`config.mk`:
```
export PLATFORM = sky130hd
export DESIGN_NAME = overwriting_ring_queue_with_average_unit
export DESIGN_NICKNAME = d
export VERILOG_FILES = /design/src/rtl/orqa_pkg.sv /design/src/rtl/overwriting_ring_queue_with_average_unit.sv
export SDC_FILE = /design/constraint.sdc
export NUM_CORES = 1
export LEC_CHECK = 0
export BUFFER_PORTS_ARGS = -buffer_cell sky130_fd_sc_hd__clkbuf_2
export CORE_MARGIN = 3
export CORE_UTILIZATION = 50
export CTS_BUF_LIST = sky130_fd_sc_hd__clkbuf_16
export DETAILED_ROUTE_END_ITERATION = 6
export PLACE_DENSITY = 0.71
export SLEW_MARGIN = 40
export SYNTH_ARGS = -nofsm -noshare
export SYNTH_HDL_FRONTEND = slang
export SYNTH_SLANG_ARGS = --single-unit
```
`constraint.sdc`:
```
create_clock -name clk_i -period 6.6 [get_ports clk_i]
set_clock_uncertainty 0.05 [all_clocks]
set_input_delay 0.66 -clock clk_i [delete_from_list [all_inputs] [get_ports clk_i]]
set_output_delay 0.66 -clock clk_i [all_outputs]
set_load 0.1 [all_outputs]
```
`src/rtl/orqa_pkg.sv`:
```
// Shared constants for the overwriting ring queue with average unit.
// Holds field widths, result and action codes, and parameter defaults.
// No dependencies.
`default_nettype none

package orqa_pkg;

  localparam int DEPTH_DEFAULT = 8;

  localparam int CAP_W     = 4;
  localparam int TAG_W     = 16;
  localparam int HEIGHT_W  = 12;
  localparam int KIND_W    = 2;
  localparam int ENTRY_W   = TAG_W + HEIGHT_W;

  localparam logic [CAP_W-1:0] CAP_RESET = 4'd5;
  localparam logic [CAP_W-1:0] CAP_MIN   = 4'd2;

  localparam logic ACT_INSERT = 1'b0;
  localparam logic ACT_REMOVE = 1'b1;

  localparam logic [KIND_W-1:0] KIND_AVERAGE = 2'd0;
  localparam logic [KIND_W-1:0] KIND_REMOVED = 2'd1;
  localparam logic [KIND_W-1:0] KIND_EMPTY   = 2'd2;

endpackage

`default_nettype wire

```
`src/rtl/overwriting_ring_queue_with_average_unit.sv`:
```
// Ring queue of tagged heights that overwrites its oldest entry when full.
// Entries sit in one synchronous memory; the mean uses a bit-serial divider.
// Depends on orqa_pkg.
//
// A transaction is taken when start is high and busy is low; its single
// result appears for one cycle with done_o high and cannot be held off. A
// remove reads the head entry from memory and updates the queue in the
// execute state; an insert does so too, then runs the restoring divider,
// one quotient bit per cycle. The next transaction may be started in the
// cycle the result is shown. Writing the capacity empties the queue; the
// user must do it only while the block is idle, as it does not enforce this.
`default_nettype none

module overwriting_ring_queue_with_average_unit #(
  parameter int QUEUE_DEPTH = orqa_pkg::DEPTH_DEFAULT
) (
  input  wire                            clk_i,
  input  wire                            rst_ni,
  input  wire                            start,
  output logic                           busy,
  input  wire                            action_i,
  input  wire  [orqa_pkg::TAG_W-1:0]     item_tag_i,
  input  wire  [orqa_pkg::HEIGHT_W-1:0]  height_i,
  input  wire                            cfg_we_i,
  input  wire  [orqa_pkg::CAP_W-1:0]     cfg_wdata_i,
  output logic                           done_o,
  output logic [orqa_pkg::KIND_W-1:0]    result_kind_o,
  output logic [orqa_pkg::HEIGHT_W-1:0]  average_height_o,
  output logic [orqa_pkg::TAG_W-1:0]     removed_tag_o
);
  import orqa_pkg::*;

  localparam int IW = (QUEUE_DEPTH > 1) ? $clog2(QUEUE_DEPTH) : 1;
  localparam int CW = $clog2(QUEUE_DEPTH + 1);
  localparam int SW = HEIGHT_W + CW;
  localparam int DW = SW + 1;
  localparam int STEP_W = $clog2(HEIGHT_W);
  localparam logic [STEP_W-1:0] LAST_STEP = STEP_W'(HEIGHT_W - 1);

  localparam logic [1:0] ST_IDLE = 2'd0;
  localparam logic [1:0] ST_EXEC = 2'd1;
  localparam logic [1:0] ST_DIV  = 2'd2;

  logic [1:0]          state_q, state_d;
  logic [CAP_W-1:0]    cap_q;
  logic [IW-1:0]       head_q, head_d, tail_q, tail_d;
  logic [CW-1:0]       count_q, count_d;
  logic [SW-1:0]       sum_q, sum_d;
  logic                act_q;
  logic [TAG_W-1:0]    tag_in_q;
  logic [HEIGHT_W-1:0] ht_in_q;

  logic [ENTRY_W-1:0]  mem_q [QUEUE_DEPTH];
  logic [ENTRY_W-1:0]  rd_q;
  logic                mem_we;

  logic [DW-1:0]       rem_q, rem_d, dsh_q, dsh_d;
  logic [HEIGHT_W-1:0] quo_q, quo_d;
  logic [STEP_W-1:0]   step_q, step_d;

  logic                done_q, done_d;
  logic [KIND_W-1:0]   kind_q, kind_d;
  logic [HEIGHT_W-1:0] avg_q, avg_d;
  logic [TAG_W-1:0]    rtag_q, rtag_d;

  logic [CW-1:0]       cap_eff;
  logic [IW-1:0]       head_inc, tail_inc;
  logic                pop;
  logic [CW-1:0]       count_pop;
  logic [SW-1:0]       sum_pop;
  logic                ge;
  logic [DW-1:0]       diff;
  logic                accept;

  always_comb begin
    if (cap_q < CAP_MIN) begin
      cap_eff = CW'(CAP_MIN);
    end else if (32'(cap_q) > 32'(QUEUE_DEPTH)) begin
      cap_eff = CW'(QUEUE_DEPTH);
    end else begin
      cap_eff = CW'(cap_q);
    end
  end

  assign head_inc = (CW'(head_q) + CW'(1) == cap_eff) ? '0 : IW'(CW'(head_q) + CW'(1));
  assign tail_inc = (CW'(tail_q) + CW'(1) == cap_eff) ? '0 : IW'(CW'(tail_q) + CW'(1));

  assign accept = start && !busy;
  assign busy   = (state_q != ST_IDLE);

  assign pop       = (act_q == ACT_INSERT) ? (count_q >= cap_eff) : (count_q != '0);
  assign count_pop = pop ? count_q - CW'(1) : count_q;
  assign sum_pop   = pop ? sum_q - SW'(rd_q[HEIGHT_W-1:0]) : sum_q;

  assign diff = rem_q - dsh_q;
  assign ge   = (rem_q >= dsh_q);

  always_comb begin
    state_d = state_q;
    head_d  = head_q;
    tail_d  = tail_q;
    count_d = count_q;
    sum_d   = sum_q;
    mem_we  = 1'b0;
    rem_d   = rem_q;
    dsh_d   = dsh_q;
    quo_d   = quo_q;
    step_d  = step_q;
    done_d  = 1'b0;
    kind_d  = kind_q;
    avg_d   = avg_q;
    rtag_d  = rtag_q;
    case (state_q)
      ST_IDLE: begin
        if (accept) begin
          state_d = ST_EXEC;
        end
      end
      ST_EXEC: begin
        head_d = pop ? head_inc : head_q;
        if (act_q == ACT_INSERT) begin
          mem_we  = 1'b1;
          tail_d  = tail_inc;
          count_d = count_pop + CW'(1);
          sum_d   = sum_pop + SW'(ht_in_q);
          rem_d   = {sum_d, 1'b0} + DW'(count_d);
          dsh_d   = DW'(count_d) << HEIGHT_W;
          quo_d   = '0;
          step_d  = '0;
          state_d = ST_DIV;
        end else begin
          count_d = count_pop;
          sum_d   = sum_pop;
          done_d  = 1'b1;
          avg_d   = '0;
          if (pop) begin
            kind_d = KIND_REMOVED;
            rtag_d = rd_q[ENTRY_W-1:HEIGHT_W];
          end else begin
            kind_d = KIND_EMPTY;
            rtag_d = '0;
          end
          state_d = ST_IDLE;
        end
      end
      ST_DIV: begin
        rem_d  = ge ? diff : rem_q;
        dsh_d  = dsh_q >> 1;
        quo_d  = {quo_q[HEIGHT_W-2:0], ge};
        step_d = step_q + STEP_W'(1);
        if (step_q == LAST_STEP) begin
          done_d  = 1'b1;
          kind_d  = KIND_AVERAGE;
          avg_d   = quo_d;
          rtag_d  = '0;
          state_d = ST_IDLE;
        end
      end
      default: begin
        state_d = ST_IDLE;
      end
    endcase
  end

  always_ff @(posedge clk_i) begin
    if (mem_we) begin
      mem_q[tail_q] <= {tag_in_q, ht_in_q};
    end
    rd_q <= mem_q[head_q];
  end

  always_ff @(posedge clk_i or negedge rst_ni) begin
    if (!rst_ni) begin
      state_q <= ST_IDLE;
      cap_q   <= CAP_RESET;
      head_q  <= '0;
      tail_q  <= '0;
      count_q <= '0;
      sum_q   <= '0;
      step_q  <= '0;
      done_q  <= 1'b0;
    end else begin
      state_q <= state_d;
      step_q  <= step_d;
      done_q  <= done_d;
      if (cfg_we_i) begin
        cap_q   <= cfg_wdata_i;
        head_q  <= '0;
        tail_q  <= '0;
        count_q <= '0;
        sum_q   <= '0;
      end else begin
        head_q  <= head_d;
        tail_q  <= tail_d;
        count_q <= count_d;
        sum_q   <= sum_d;
      end
    end
  end

  always_ff @(posedge clk_i) begin
    if (accept) begin
      act_q    <= action_i;
      tag_in_q <= item_tag_i;
      ht_in_q  <= height_i;
    end
    rem_q  <= rem_d;
    dsh_q  <= dsh_d;
    quo_q  <= quo_d;
    kind_q <= kind_d;
    avg_q  <= avg_d;
    rtag_q <= rtag_d;
  end

  assign done_o           = done_q;
  assign result_kind_o    = kind_q;
  assign average_height_o = avg_q;
  assign removed_tag_o    = rtag_q;

  a_count_bound: assert property (@(posedge clk_i) disable iff (!rst_ni)
    32'(count_q) <= QUEUE_DEPTH)
    else $error("Entry count exceeds the queue depth.");

  a_sum_bound: assert property (@(posedge clk_i) disable iff (!rst_ni)
    32'(sum_q) <= 32'(count_q) * 4095)
    else $error("Height sum exceeds what the queued entries can hold.");

  a_done_source: assert property (@(posedge clk_i) disable iff (!rst_ni)
    done_o |-> ($past(state_q) == ST_EXEC || $past(state_q) == ST_DIV))
    else $error("Result strobe without a transaction in progress.");

  a_busy_after_accept: assert property (@(posedge clk_i) disable iff (!rst_ni)
    accept |=> (busy && state_q == ST_EXEC))
    else $error("Accepted transaction did not enter execution.");

endmodule

`default_nettype wire

```
; ---- After elaboration in Yosys (flattened, before gate mapping)
; Memories as Yosys holds them, arrays and structs flattened. A register that Yosys moved wholly into a read port is not among the register bits.
; Index checks and enable logic that the tools add are counted.
[totals]
ff_bits = 141
mem_bits_rw = 224
out_inout_bits = 32
mem_count = 1
[op_classes]
add_sub_neg = 9
magnitude_cmp = 4
eq_ne = 11
muxes = 49
reduce_logical = 14
[memory_table]
columns = name, words, word_bits, rd, rd_ports_with_merged_regs, wr, line_no
row1 = mem_q, 8, 28, 1, 1, 1, overwriting_ring_queue_with_average_unit.sv:53  ; logic [ENTRY_W-1:0] mem_q [QUEUE_DEPTH];
[op_table]
columns = operator, count
row1 = 16-bit 2-to-1 mux, 7
row2 = 17-bit case mux with 2 select lines, 2
row3 = 17-bit 2-to-1 mux, 3
row4 = 16-bit case mux with 2 select lines, 1
row5 = 4-bit 2-to-1 mux, 7
row6 = 12-bit 2-to-1 mux, 2
row7 = 3-bit 2-to-1 mux, 8
row8 = 12-bit case mux with 2 select lines, 1
row9 = 11-bit case mux with 2 select lines, 1
row10 = 17-bit by 4-bit adder with 17-bit output, 1
row11 = 17-bit >= comparator, 1
row12 = 17-bit subtractor, 1
row13 = 16-bit by 12-bit adder with 16-bit output, 1
row14 = 16-bit by 12-bit subtractor with 16-bit output, 1
row15 = "2-bit inequality test, second input constant", 6
row16 = 11-bit 2-to-1 mux, 1
row17 = 2-bit 2-to-1 mux, 5
row18 = "3-bit by 1-bit adder with 4-bit output, second input constant", 2
row19 = "4-bit by 1-bit adder with 4-bit output, second input constant", 2
row20 = 4-bit equality test, 2
row21 = 4-bit case mux with 2 select lines, 1
row22 = 2-bit AND reduction, 4
row23 = 2-bit nonzero test, 4
row24 = 1-bit 2-to-1 mux, 7
row25 = 15 further kinds, 16

; ---- Depth between registers and ports, before layout
; Gate-level depths: netlist of run 1.
[logic_depth]
ltp_word = 10
depth_mapped = 23

; ---- Worst setup path after synthesis of run 1
; OpenSTA, ideal clock, no wires.
[synth_path]
kind = reg-to-reg
startpoint = register cap_q[3]
endpoint = register rem_q[16] (data pin)
setup_ns = 0.259
arrival_time_ns = 4.580
path_slack_ns = 1.711
stages_incl_launch_ff = 24
path_buffers = 2
synth_period_minus_slack_ns = 4.889
path_cell_list = dfrtp_1 clkinv_1 o211ai_1 inv_1 ha_1 nor3b_1 o21ai_0 nand2_1 clkbuf_1 buf_1 nand2_1 o21ai_0 ha_1 inv_1 fa_1 nor2b_1 o31a_1 o22a_1 xor2_1 and4_1 nand3_1 nor3_2 a31oi_1 o31a_1
[synth_via]
elab_chain_cells = 10
word_cells_on_any_way = 13
[synth_lines]
columns = item, line_no
row1 = start: declaration, overwriting_ring_queue_with_average_unit.sv:45  ; logic [CAP_W-1:0] cap_q;
row2 = start signal: assignment, overwriting_ring_queue_with_average_unit.sv:187  ; cap_q <= cfg_wdata_i;
row3 = 4-bit greater-than comparator, overwriting_ring_queue_with_average_unit.sv:78  ; end else if (32'(cap_q) > 32'(QUEUE_DEPTH)) begin
row4 = 4-bit 2-to-1 mux, overwriting_ring_queue_with_average_unit.sv:78
row5 = 4-bit 2-to-1 mux (*), overwriting_ring_queue_with_average_unit.sv:76  ; if (cap_q < CAP_MIN) begin
row6 = 4-bit >= comparator (*), overwriting_ring_queue_with_average_unit.sv:91  ; assign pop = (act_q == ACT_INSERT) ? (count_q >= cap_eff) : (count_q != '0);
row7 = 1-bit 2-to-1 mux (*), overwriting_ring_queue_with_average_unit.sv:91
row8 = 16-bit 2-to-1 mux or 4-bit 2-to-1 mux (tied branches), "overwriting_ring_queue_with_average_unit.sv:93, overwriting_ring_queue_with_average_unit.sv:92"
row9 = 16-bit by 12-bit adder with 16-bit output or 4-bit by 1-bit adder with 4-bit output (tied branches), "overwriting_ring_queue_with_average_unit.sv:125, overwriting_ring_queue_with_average_unit.sv:124"
row10 = 17-bit by 4-bit adder with 17-bit output (*), overwriting_ring_queue_with_average_unit.sv:126  ; rem_d = {sum_d, 1'b0} + DW'(count_d);
row11 = 17-bit 2-to-1 mux (*), overwriting_ring_queue_with_average_unit.sv:121  ; if (act_q == ACT_INSERT) begin
row12 = 17-bit case mux with 2 select lines (*), overwriting_ring_queue_with_average_unit.sv:113  ; case (state_q)
row13 = named net rem_d[16], overwriting_ring_queue_with_average_unit.sv:57  ; logic [DW-1:0] rem_q, rem_d, dsh_q, dsh_d;
row14 = end signal: assignment, overwriting_ring_queue_with_average_unit.sv:207  ; rem_q <= rem_d;
row15 = end: declaration, overwriting_ring_queue_with_average_unit.sv:57
; The timed path passes the listed nets; every way through them passes the cells marked *. The select of a mux whose other input is x is not followed.
; A chain may end at the register's enable or synchronous reset.

; ---- Worst setup path after layout of run 1
; Same ends and word-level chain as after synthesis.

==> results of run 1 <==
==> stage by stage <==
stage	instance area, µm²	cells	hold WS (ps)
floorplan	17300	1158	314
global placement	18200	1645	434
detailed placement	18200	1645	437
CTS	19500	1719	91.5
global route	19500	1720	113
finish	19500	1720	90.4
==> metal layers <==
layer | share of wire (%) | vias to the layer above | track usage, % | routed length, µm
li1 | - | 4542 | - | -
met1 | 46 | 4778 | 26.7 | 15100
met2 | 48 | 208 | 29.3 | 15600
met3 | 4.9 | 36 | 2.87 | 1610
met4 | 1.4 | 0 | 4.31 | 467
met5 | 0 | - | 0 | 0
==> cells in the final DEF (no fill, tap or decap), types with 3 or more instances in the layout <==
cell	count
a211oi_1	13
a21boi_0	4
a21o_1	18
a21oi_1	39
a311oi_1	3
a31oi_1	9
and2_1	43
and3_1	5
and4_1	6
buf_4	14
bufinv_16	3
clkbuf_16	40
clkbuf_2	67
clkinv_1	11
dfrtp_1	33
dfxtp_1	28
edfxtp_1	327
fa_1	4
ha_1	54
inv_1	70
mux2_2	32
mux2i_1	13
mux4_2	56
nand2_1	64
nand2b_1	10
nand3_1	16
nand3b_1	4
nand4_1	4
nor2_1	51
nor2_2	3
nor2b_1	12
nor3_1	12
nor3_2	5
nor3b_1	5
o211ai_1	9
o21a_1	6
o21ai_0	47
o21bai_1	3
xnor2_1	47
xor2_1	22
==> cell families after synthesis <==
| group | count (synthesis) |
|---|---|
| xor gates and xnor gates | 70 |
| adders and majority gates | 59 |
| muxes | 102 |
| AOI/OAI and AO/OA | 179 |
| and+or+nand+nor | 255 |
| buffers and inverters | 101 |
| DFF | 392 |
==> worst max-delay path: cells and delay by family, from the launching register on <==
family	cells	cell delay [ps]
flops	1	350
compound gates	6	1280
xor+xnor	1	350
simple gates	7	1840
fa+ha+maj	2	660
buf+inv	3	600
==> state kept, by name, indices dropped and copies added (netlist names), 11 cells and up <==
register          count
mem_q               224
removed_tag_o        16
ht_in_q              12
rd_q                 28
tag_in_q             16
rem_q                17
quo_q                11
dsh_q                16
average_height_o     12
sum_q                16
==> worst paths after layout <==
kind / to / slack, ps / depth (start not counted)
setup / recovery: rem_q[16] / 1200 / 19
hold / removal: tail_q[1] / 90 / 1
setup reg to reg: rem_q[16] / 1200 / 19
hold reg to reg: removed_tag_o[12] / 450 / 1
max in group asynchronous: head_q[1] / 5970 / 1
min in group clk_i: tag_in_q[2] / 240 / 1
==> cell type report <==
class,count,area share [%]
Clock buffer,40,5.13
Tap cell,448,2.87
Multi-Input combinational cell,665,29.1
Clock inverter,34,1.37
Inverter,57,1.10
Sequential cell,392,58.0
Timing Repair Buffer,84,2.46
==> results.json, run 1 <==
{
  "status": "finished clean",
  "ff_latch_area_um2": 11300,
  "critical_path.max_stage_delay_ps": 480,
  "synth_fp_nets": 1254,
  "area_delta_synth_final_pct": 12.7,
  "relSlewSlack_pct": 47.6,
  "dr.pass1.iters": 5,
  "syn-instance-count": 1158,
  "synth_xor_area_share_pct": 3.58,
  "hold_buffers": 0,
  "final_util_pct": 57.6,
  "synth-seq-area-share_pct": 65.3,
  "synth_area_um2": 17300,
  "clkTransAtPathRegs_ps": 60,
  "die-area_um2": 36900,
  "post-route-min-period_ps": 5400,
  "synth_top_family_by_area": "multiplexers",
  "tritoncts.num_buffers": 40,
  "grt_pass1_vias": 9617,
  "ios": 69,
  "htree_levels": 2,
  "tritoncts": "yes",
  "cts_root_buf": "clkbuf_16",
  "synth.distinct_cells": 69,
  "crit_type": "flip-flop to flip-flop",
  "path_cells": "clkinv_1 > o211ai_1 > inv_1 > ha_1 > nor3b_1 > o21ai_0 > nand2_1 > buf_4 > o21ai_0 > ha_1 > nor3_1 > nor3b_1 > o22a_1 > xor2_1 > and4_1 > nand3_1 > nor3_2 > a31oi_1 > o31a_1",
  "post-place-ws_ps": 1320,
  "setup_tns_ps": 0,
  "cts.sinks": 392,
  "grt_overflow": 0,
  "port_buffers": 68,
  "worstMarginPinSlew_ps": 786,
  "synth_area_leaders": "edfxtp_1, mux4_2, dfrtp_1",
  "finalCritPeriodShare_pct": 81.8,
  "yosys_warnings": 0,
  "cp_slowest_cell": "nand2_1",
  "row_count": 67,
  "wl_per_cell_um": 19.1,
  "synth_commonest_cells": "edfxtp_1, nand2_1, inv_1, mux4_2",
  "synth_edf_count": 327,
  "cts_setup_buffers": 0,
  "wl_um": 32800,
  "crit_path_start": "cap_q[3]",
  "setup-violations-final": 0,
  "synthAdderAreaFrac_pct": 4.44,
  "multi_input_area_um2": 5680,
  "ys_ff_latch": 392,
  "die_h_um": 192,
  "fill_cells": 2617,
  "setup_slack_ps": 1200,
  "synth_async_sr_flop_share_pct": 9.44,
  "antennaDiodeCount": 0,
  "place_congestion": 0.866,
  "viasPerCell": 5.56,
  "cts_buffer_depth": 3,
  "fin_nets": 1336,
  "clk_latency_ps": 540,
  "antenna_found_initial": 0,
  "cp-start-kind": "flip-flop",
  "yosysTopAreaCellShare_pct": 56.7,
  "drc": 0,
  "maxCapViolCount": 0,
  "hold_violations": 0,
  "fmax_ghz": 0.185,
  "synth.area.mux_share_pct": 10.2,
  "yosys.area_share.simple_pct": 7.53,
  "yosysTopAreaCell": "edfxtp_1",
  "grt_max_degree": 72,
  "synth.most_common_cell": "edfxtp_1",
  "synthFlopType": "edfxtp_1",
  "place_hpwl_um": 20300,
  "hp-class": "primary input to async pin",
  "rsz0062_at_grt": "false",
  "drt_iter0_drc": 836,
  "post_cts_resized": 0,
  "syn_avg_cell_area_um2": 15.0,
  "track_usage_pct": 18.3,
  "final_max_slew_viol_count": 0,
  "start_util_pct": 51.1,
  "synth_compound_area_share_pct": 6.80,
  "ant_nets": 0,
  "cp-end-kind": "flip-flop",
  "core_um2": 33900,
  "grt_pass1_wl_um": 52700,
  "rr_startpoint": "cap_q[3]",
  "cp_data_required_time_ps": 6820,
  "vias": 9564,
  "final_layout_size_suffix_gt1_share_pct": 19.7,
  "worstPathMaxFanout": 18,
  "dieWidth_um": 192,
  "cp.arrival_ps": 5620
}
Power of run 1 is not shown: default switching activity piles up to over one toggle a cycle in this logic, so the estimate is an artifact.
==> run 2, diff against run 1 <==
--- a/config.mk
+++ b/config.mk
@@ -5,6 +5,7 @@
 export SDC_FILE = /design/constraint.sdc
 export NUM_CORES = 1
 export LEC_CHECK = 0
+export ABC_AREA = 1
 export BUFFER_PORTS_ARGS = -buffer_cell sky130_fd_sc_hd__clkbuf_2
 export CORE_MARGIN = 3
 export CORE_UTILIZATION = 50
==> constraint.sdc (replaced) <==
create_clock -name clk_i -period 5.3 [get_ports clk_i]
set_clock_uncertainty 0.05 [all_clocks]
set_input_delay 0.53 -clock clk_i [delete_from_list [all_inputs] [get_ports clk_i]]
set_output_delay 0.53 -clock clk_i [all_outputs]
set_load 0.1 [all_outputs]
==> run 2 against run 1 <==
Cell count grew 31%. Synthesized cell count grew 46%. Sequential share of layout area shrank 1.3 points. Core utilization shrank 0.28 points. Design area grew 2.3%. Critical path type unchanged. Via count grew 28%. Die area grew 2.6%.
==> results.json, run 2 <==
{
  "relSlewSlack_pct": 43.2,
  "yosysTopAreaCell": "edfxtp_1",
  "top_register": "mem_q",
  "largest_reg_flops": 224,
  "die_h_um": 195,
  "row_count": 68,
  "syn-instance-count": 1692,
  "clkTransAtPathRegs_ps": 60,
  "crit_top_cell": "nand2_1",
  "setup_slack_ps": 409,
  "grt_max_degree": 90,
  "cp_slowest_cell": "dfstp_2",
  "fill_cells": 2909,
  "hp-class": "primary input to flip-flop",
  "rr_worst_depth": 28,
  "fmax_ghz": 0.204,
  "grt_pass1_wl_um": 62500,
  "post-route-min-period_ps": 4890,
  "cp-end-kind": "flip-flop",
  "status": "finished clean",
  "crit_type": "flip-flop to flip-flop",
  "synthFlopType": "edfxtp_1",
  "grt_pass1_vias": 12100,
  "routed.top_layer": "met4",
  "reg.largest.list": "mem_q x224, rd_q x28, rem_q x17",
  "tritoncts": "yes",
  "wl_met3_um": 1970,
  "final_layout_size_suffix_gt1_share_pct": 12.0,
  "die-area_um2": 37900,
  "place_hpwl_um": 23800,
  "wl_um": 38800,
  "ant_nets": 0,
  "dieWidth_um": 195,
  "vias": 12200,
  "rr_startpoint": "cap_q[0]",
  "post-place-ws_ps": 309,
  "hold_slack_ps": 111,
  "drc": 0,
  "synth.most_common_cell": "edfxtp_1",
  "yosys_warnings": 0,
  "antennaDiodeCount": 0,
  "cts_buffer_depth": 3,
  "yosysTopAreaCellShare_pct": 55.2,
  "track_usage_pct": 20.3,
  "synth_area_um2": 17800,
  "critical_path.max_stage_delay_ps": 520,
  "wl_per_cell_um": 17.2,
  "grt_overflow": 0,
  "r2r_end": "rem_q[15]",
  "cp.arrival_ps": 5120,
  "place_congestion": 0.922,
  "synth_commonest_cells": "edfxtp_1, nor2_1, nand2_1",
  "wl_met1_um": 17300,
  "synth_fp_nets": 1788,
  "hp-start": "height_i[11]",
  "worstPathMaxFanout": 22,
  "area_delta_synth_final_pct": 12.3,
  "syn_avg_cell_area_um2": 10.5,
  "finalCritPeriodShare_pct": 92.3,
  "clk_latency_ps": 540,
  "final_common_cell": "edfxtp_1",
  "start_util_pct": 51.1,
  "core_um2": 34800,
  "cts.sinks": 392,
  "final_max_slew_viol_count": 0,
  "worstHoldPathCells": 1,
  "worstMarginPinSlew_ps": 849,
  "cp-start-kind": "flip-flop",
  "hold_violations": 0,
  "layout_common_cells": "edfxtp_1, nor2_1, nand2_1, o21ai_0, inv_1",
  "drt_iter0_drc": 960,
  "fin_nets": 1857,
  "ios": 69,
  "ys_ff_latch": 392,
  "maxCapViolCount": 0,
  "viasPerCell": 5.45,
  "antenna_found_initial": 0,
  "dr_wl_met2_um": 18500,
  "synth_async_sr_flop_share_pct": 9.44,
  "hold_end": "ht_in_q[11]",
  "htree_levels": 2,
  "cts_setup_buffers": 0,
  "cts_root_buf": "clkbuf_16",
  "tritoncts.num_buffers": 41,
  "synth.distinct_cells": 49,
  "setup-violations-final": 0,
  "cp_data_required_time_ps": 5530,
  "port_buffers": 68,
  "synth_edf_count": 327,
  "r2r_slack_ps": 410,
  "synth-seq-area-share_pct": 63.6,
  "dr.pass1.iters": 5,
  "synth_area_leaders": "edfxtp_1, nor2_1, o21ai_0"
}
-- run 2: cells by family after synthesis --
| kind of cell | count (synthesis) | synth area share, % |
|---|---|---|
| adder cells (fa/ha/maj) | 59 | 4.32 |
| buffers and inverters | 239 | 5.12 |
| flip-flops | 392 | 63.6 |
| XOR/XNOR | 27 | 1.54 |
| AND/OR/NAND/NOR | 629 | 14.8 |
| AO/OA/AOI/OAI | 346 | 10.6 |
-- run 2: worst max-delay path by stage --
stage / start / to / slack [ps] / cells past startpoint
floorplan: cap_q[0] / rem_q[15] / 810 / 29
global placement: cap_q[0] / rem_q[15] / 490 / 28
detailed placement: cap_q[0] / rem_q[15] / 310 / 28
CTS: cap_q[0] / rem_q[15] / 290 / 28
global route: cap_q[0] / rem_q[15] / -7 / 28
finish: cap_q[0] / rem_q[15] / 410 / 28
-- run 2: final cells by class --
class / instances / area, µm² / area share [%]
sequential: 392 / 11300 / 56.7
multi-input combinational: 1061 / 5600 / 28.1
clock buffer: 42 / 1050 / 5.27
inverter: 178 / 668 / 3.35
tap: 455 / 569 / 2.85
timing repair buffer: 87 / 492 / 2.46
clock inverter: 33 / 267 / 1.34
-- run 2: timing repair --
action,CTS,global route
hold buffers,1,0
gates resized for setup,0,1
endpoints found under the setup margin,0,3
hold endpoints to repair,35,0
-- run 2: worst max-delay path: cells and delay by family, from the launching register on --
kind	cells	cell delay (ps)
and+or+nand+nor	19	2310
adders and majority gates	3	970
DFF	1	520
buffers and inverters	4	430
xor gates and xnor gates	1	320
AOI/OAI and AO/OA	1	60
-- run 2: per-layer routing --
| metal | GRT usage (%) | up-vias |
|---|---|---|
| met1 | 27.5 | 5877 |
| met3 | 2.96 | 77 |
| met5 | 0 | - |
| met4 | 6.62 | 0 |
| li1 | - | 5944 |
| met2 | 34.1 | 349 |
-- run 2: per-stage QoR --
step           cell area (µm²)  util (%)  cells  setup TNS (ps)
3_3_place_gp             18600      53.5   2172               0
2_1_floorplan            17800         -   1692               0
3_5_place_dp             18600      53.5   2172               0
5_1_grt                  20000      57.4   2248           -7.14
6_report                 20000      57.4   2248               0
4_1_cts                  20000      57.3   2248               0
Power of run 2 is left out for the same reason.
==> run 3, diff against run 2 <==
--- a/config.mk
+++ b/config.mk
@@ -11,6 +11,7 @@
 export CORE_UTILIZATION = 50
 export CTS_BUF_LIST = sky130_fd_sc_hd__clkbuf_16
 export DETAILED_ROUTE_END_ITERATION = 6
+export GPL_TIMING_DRIVEN = 0
 export PLACE_DENSITY = 0.71
 export SLEW_MARGIN = 40
 export SYNTH_ARGS = -nofsm -noshare
==> constraint.sdc (replaced) <==
create_clock -name clk_i -period 4.5 [get_ports clk_i]
set_clock_uncertainty 0.05 [all_clocks]
set_input_delay 0.45 -clock clk_i [delete_from_list [all_inputs] [get_ports clk_i]]
set_output_delay 0.45 -clock clk_i [all_outputs]
set_load 0.1 [all_outputs]
==> run 3 against run 2 <==
The run now ends with setup timing left. Critical path depth stayed put. First-iteration DRC count is 18% higher. Sequential share of layout area is 2.4 points lower. Maximum frequency is 6.8% higher. Register-to-register slack worse by 490 ps. Wire length is 10% higher. Worst setup slack worse by 490 ps. Cell count is 3.7% higher. Die area stayed put. Highest routed layer unchanged. Via count is 4.4% higher.
==> results.json, run 3 (synthesized netlist as in run 2, its figures left out) <==
{
  "status": "finished with violations",
  "violations": "setup timing",
  "vias": 12800,
  "cp.arrival_ps": 4810,
  "hold_violations": 0,
  "top_register": "mem_q",
  "r2r_slack_ps": -80,
  "grt_pass1_wl_um": 67400,
  "finalCritPeriodShare_pct": 102,
  "dieWidth_um": 195,
  "final_layout_size_suffix_gt1_share_pct": 14.2,
  "drc": 0,
  "cts_root_buf": "clkbuf_16",
  "hp-class": "primary input to flip-flop",
  "largest_reg_flops": 224,
  "grt_max_degree": 38,
  "wl_um": 42700,
  "drt_iter0_drc": 1132,
  "setup_slack_ps": -79.1,
  "antenna_found_initial": 0,
  "crit_type": "flip-flop to flip-flop",
  "post-route-min-period_ps": 4580,
  "start_util_pct": 51.1,
  "dr.pass1.iters": 5,
  "layout_common_cells": "edfxtp_1, nor2_1, nand2_1, o21ai_0, inv_1",
  "dr_wl_met2_um": 20600,
  "final_util_pct": 59.9,
  "worstMarginPinSlew_ps": 868,
  "place_hpwl_um": 29400,
  "crit_top_cell": "nand2_1",
  "post_dp_cell_area_um2": 19100,
  "row_count": 68,
  "core_um2": 34800,
  "cp-start-kind": "flip-flop",
  "final_common_cell": "edfxtp_1",
  "clk_latency_ps": 540,
  "worstPathMaxFanout": 9,
  "wl_met1_um": 17900,
  "antennaDiodeCount": 0,
  "place_congestion": 0.910,
  "cp_data_required_time_ps": 4740,
  "fin_nets": 1941,
  "cp_slowest_cell": "dfstp_2",
  "final_cell_area_um2": 20800,
  "fill_cells": 2720,
  "cp-end-kind": "flip-flop",
  "viasPerCell": 5.48,
  "final_max_slew_viol_count": 0,
  "port_buffers": 68,
  "grt_pass1_vias": 12900,
  "area_delta_synth_final_pct": 17.3,
  "tritoncts.num_buffers": 41,
  "rsz0062_at_grt": "true",
  "wl_per_cell_um": 18.3,
  "critical_path.max_stage_delay_ps": 540,
  "ios": 69,
  "reg.largest.list": "mem_q x224, rd_q x28, rem_q x17",
  "wl_met3_um": 3030,
  "clkTransAtPathRegs_ps": 60,
  "relSlewSlack_pct": 41.9,
  "tritoncts": "yes",
  "routed.top_layer": "met4",
  "grt_overflow": 0,
  "ant_nets": 0,
  "cts_buffer_depth": 3,
  "htree_levels": 2,
  "maxCapViolCount": 0,
  "die_h_um": 195,
  "fmax_ghz": 0.218,
  "track_usage_pct": 22.4,
  "die-area_um2": 37900,
  "cts.sinks": 392,
  "setup-violations-final": 4
}
==> run 3: cell types whose count changed in the layout (fill, tap and decap cells not counted), moves of 4 or more <==
cell | before | now
buf_1 | 0 | 4
buf_16 | 0 | 9
buf_4 | 17 | 29
buf_8 | 0 | 4
clkbuf_1 | 0 | 52
ha_1 | 55 | 49
inv_1 | 171 | 175
nand2_1 | 231 | 227
nor2_2 | 13 | 4
nor2_4 | 3 | 13
o21ai_0 | 194 | 186
o21ai_1 | 7 | 12
==> run 3: area by class of cell <==
| class | count | area [µm²] | share of cell area, % |
|---|---|---|---|
| sequential | 392 | 11300 | 54.2 |
| multi-input combinational | 1061 | 5860 | 28.1 |
| clock buffer | 42 | 1050 | 5.04 |
| timing repair buffer | 110 | 865 | 4.15 |
| inverter | 178 | 668 | 3.20 |
| tap | 455 | 569 | 2.73 |
| clock inverter | 33 | 265 | 1.27 |
| buffer | 61 | 263 | 1.26 |
==> run 3: worst paths after layout <==
check                                     from      endpoint  cells after the start
worst max-delay path                  cap_q[2]     rem_q[13]                     28
worst min-delay path            item_tag_i[12]  tag_in_q[12]                      1
worst max register to register        cap_q[2]     rem_q[13]                     28
worst min register to register       step_q[0]     step_q[0]                      1
max in group asynchronous               rst_ni     sum_q[15]                      2
min in group asynchronous               rst_ni      cap_q[3]                      2
==> run 3: timing repair <==
| action | in CTS | in global routing |
|---|---|---|
| endpoints found under the setup margin | 15 | 14 |
| pin swaps | 6 | 25 |
| hold endpoints to repair | 35 | 0 |
| gates resized for setup | 21 | 40 |
| gates cloned | 0 | 0 |
| setup buffers | 11 | 10 |
| hold buffers | 1 | 0 |
==> run 3: per-layer routing <==
metal / global-route usage [%] / vias to the layer above
met5: 0 / -
met4: 7.66 / 0
met3: 3.67 / 95
met2: 37.4 / 475
met1: 29.9 / 6081
li1: - / 6130
==> run 3: metrics by stage <==
step	hold WS (ps)	worst slack (ps)	setup TNS, ps	cells
finish	31.9	-79.1	-234	2332
global route	17.6	-362	-2140	2332
CTS	9.05	2.25	0	2321
detailed placement	441	-778	-6410	2234
global placement	429	-982	-53350	2215
floorplan	104	8.80	0	1692
==> run 3: critical path: cells and delay by family, from the launching register on <==
kind,cells,cell delay [ps]
AO/OA/AOI/OAI,1,70
AND/OR/NAND/NOR,17,1830
XOR/XNOR,2,560
flip-flops,1,540
adder cells (fa/ha/maj),2,610
buffers and inverters,6,670
Power of run 3 is left out for the same reason.
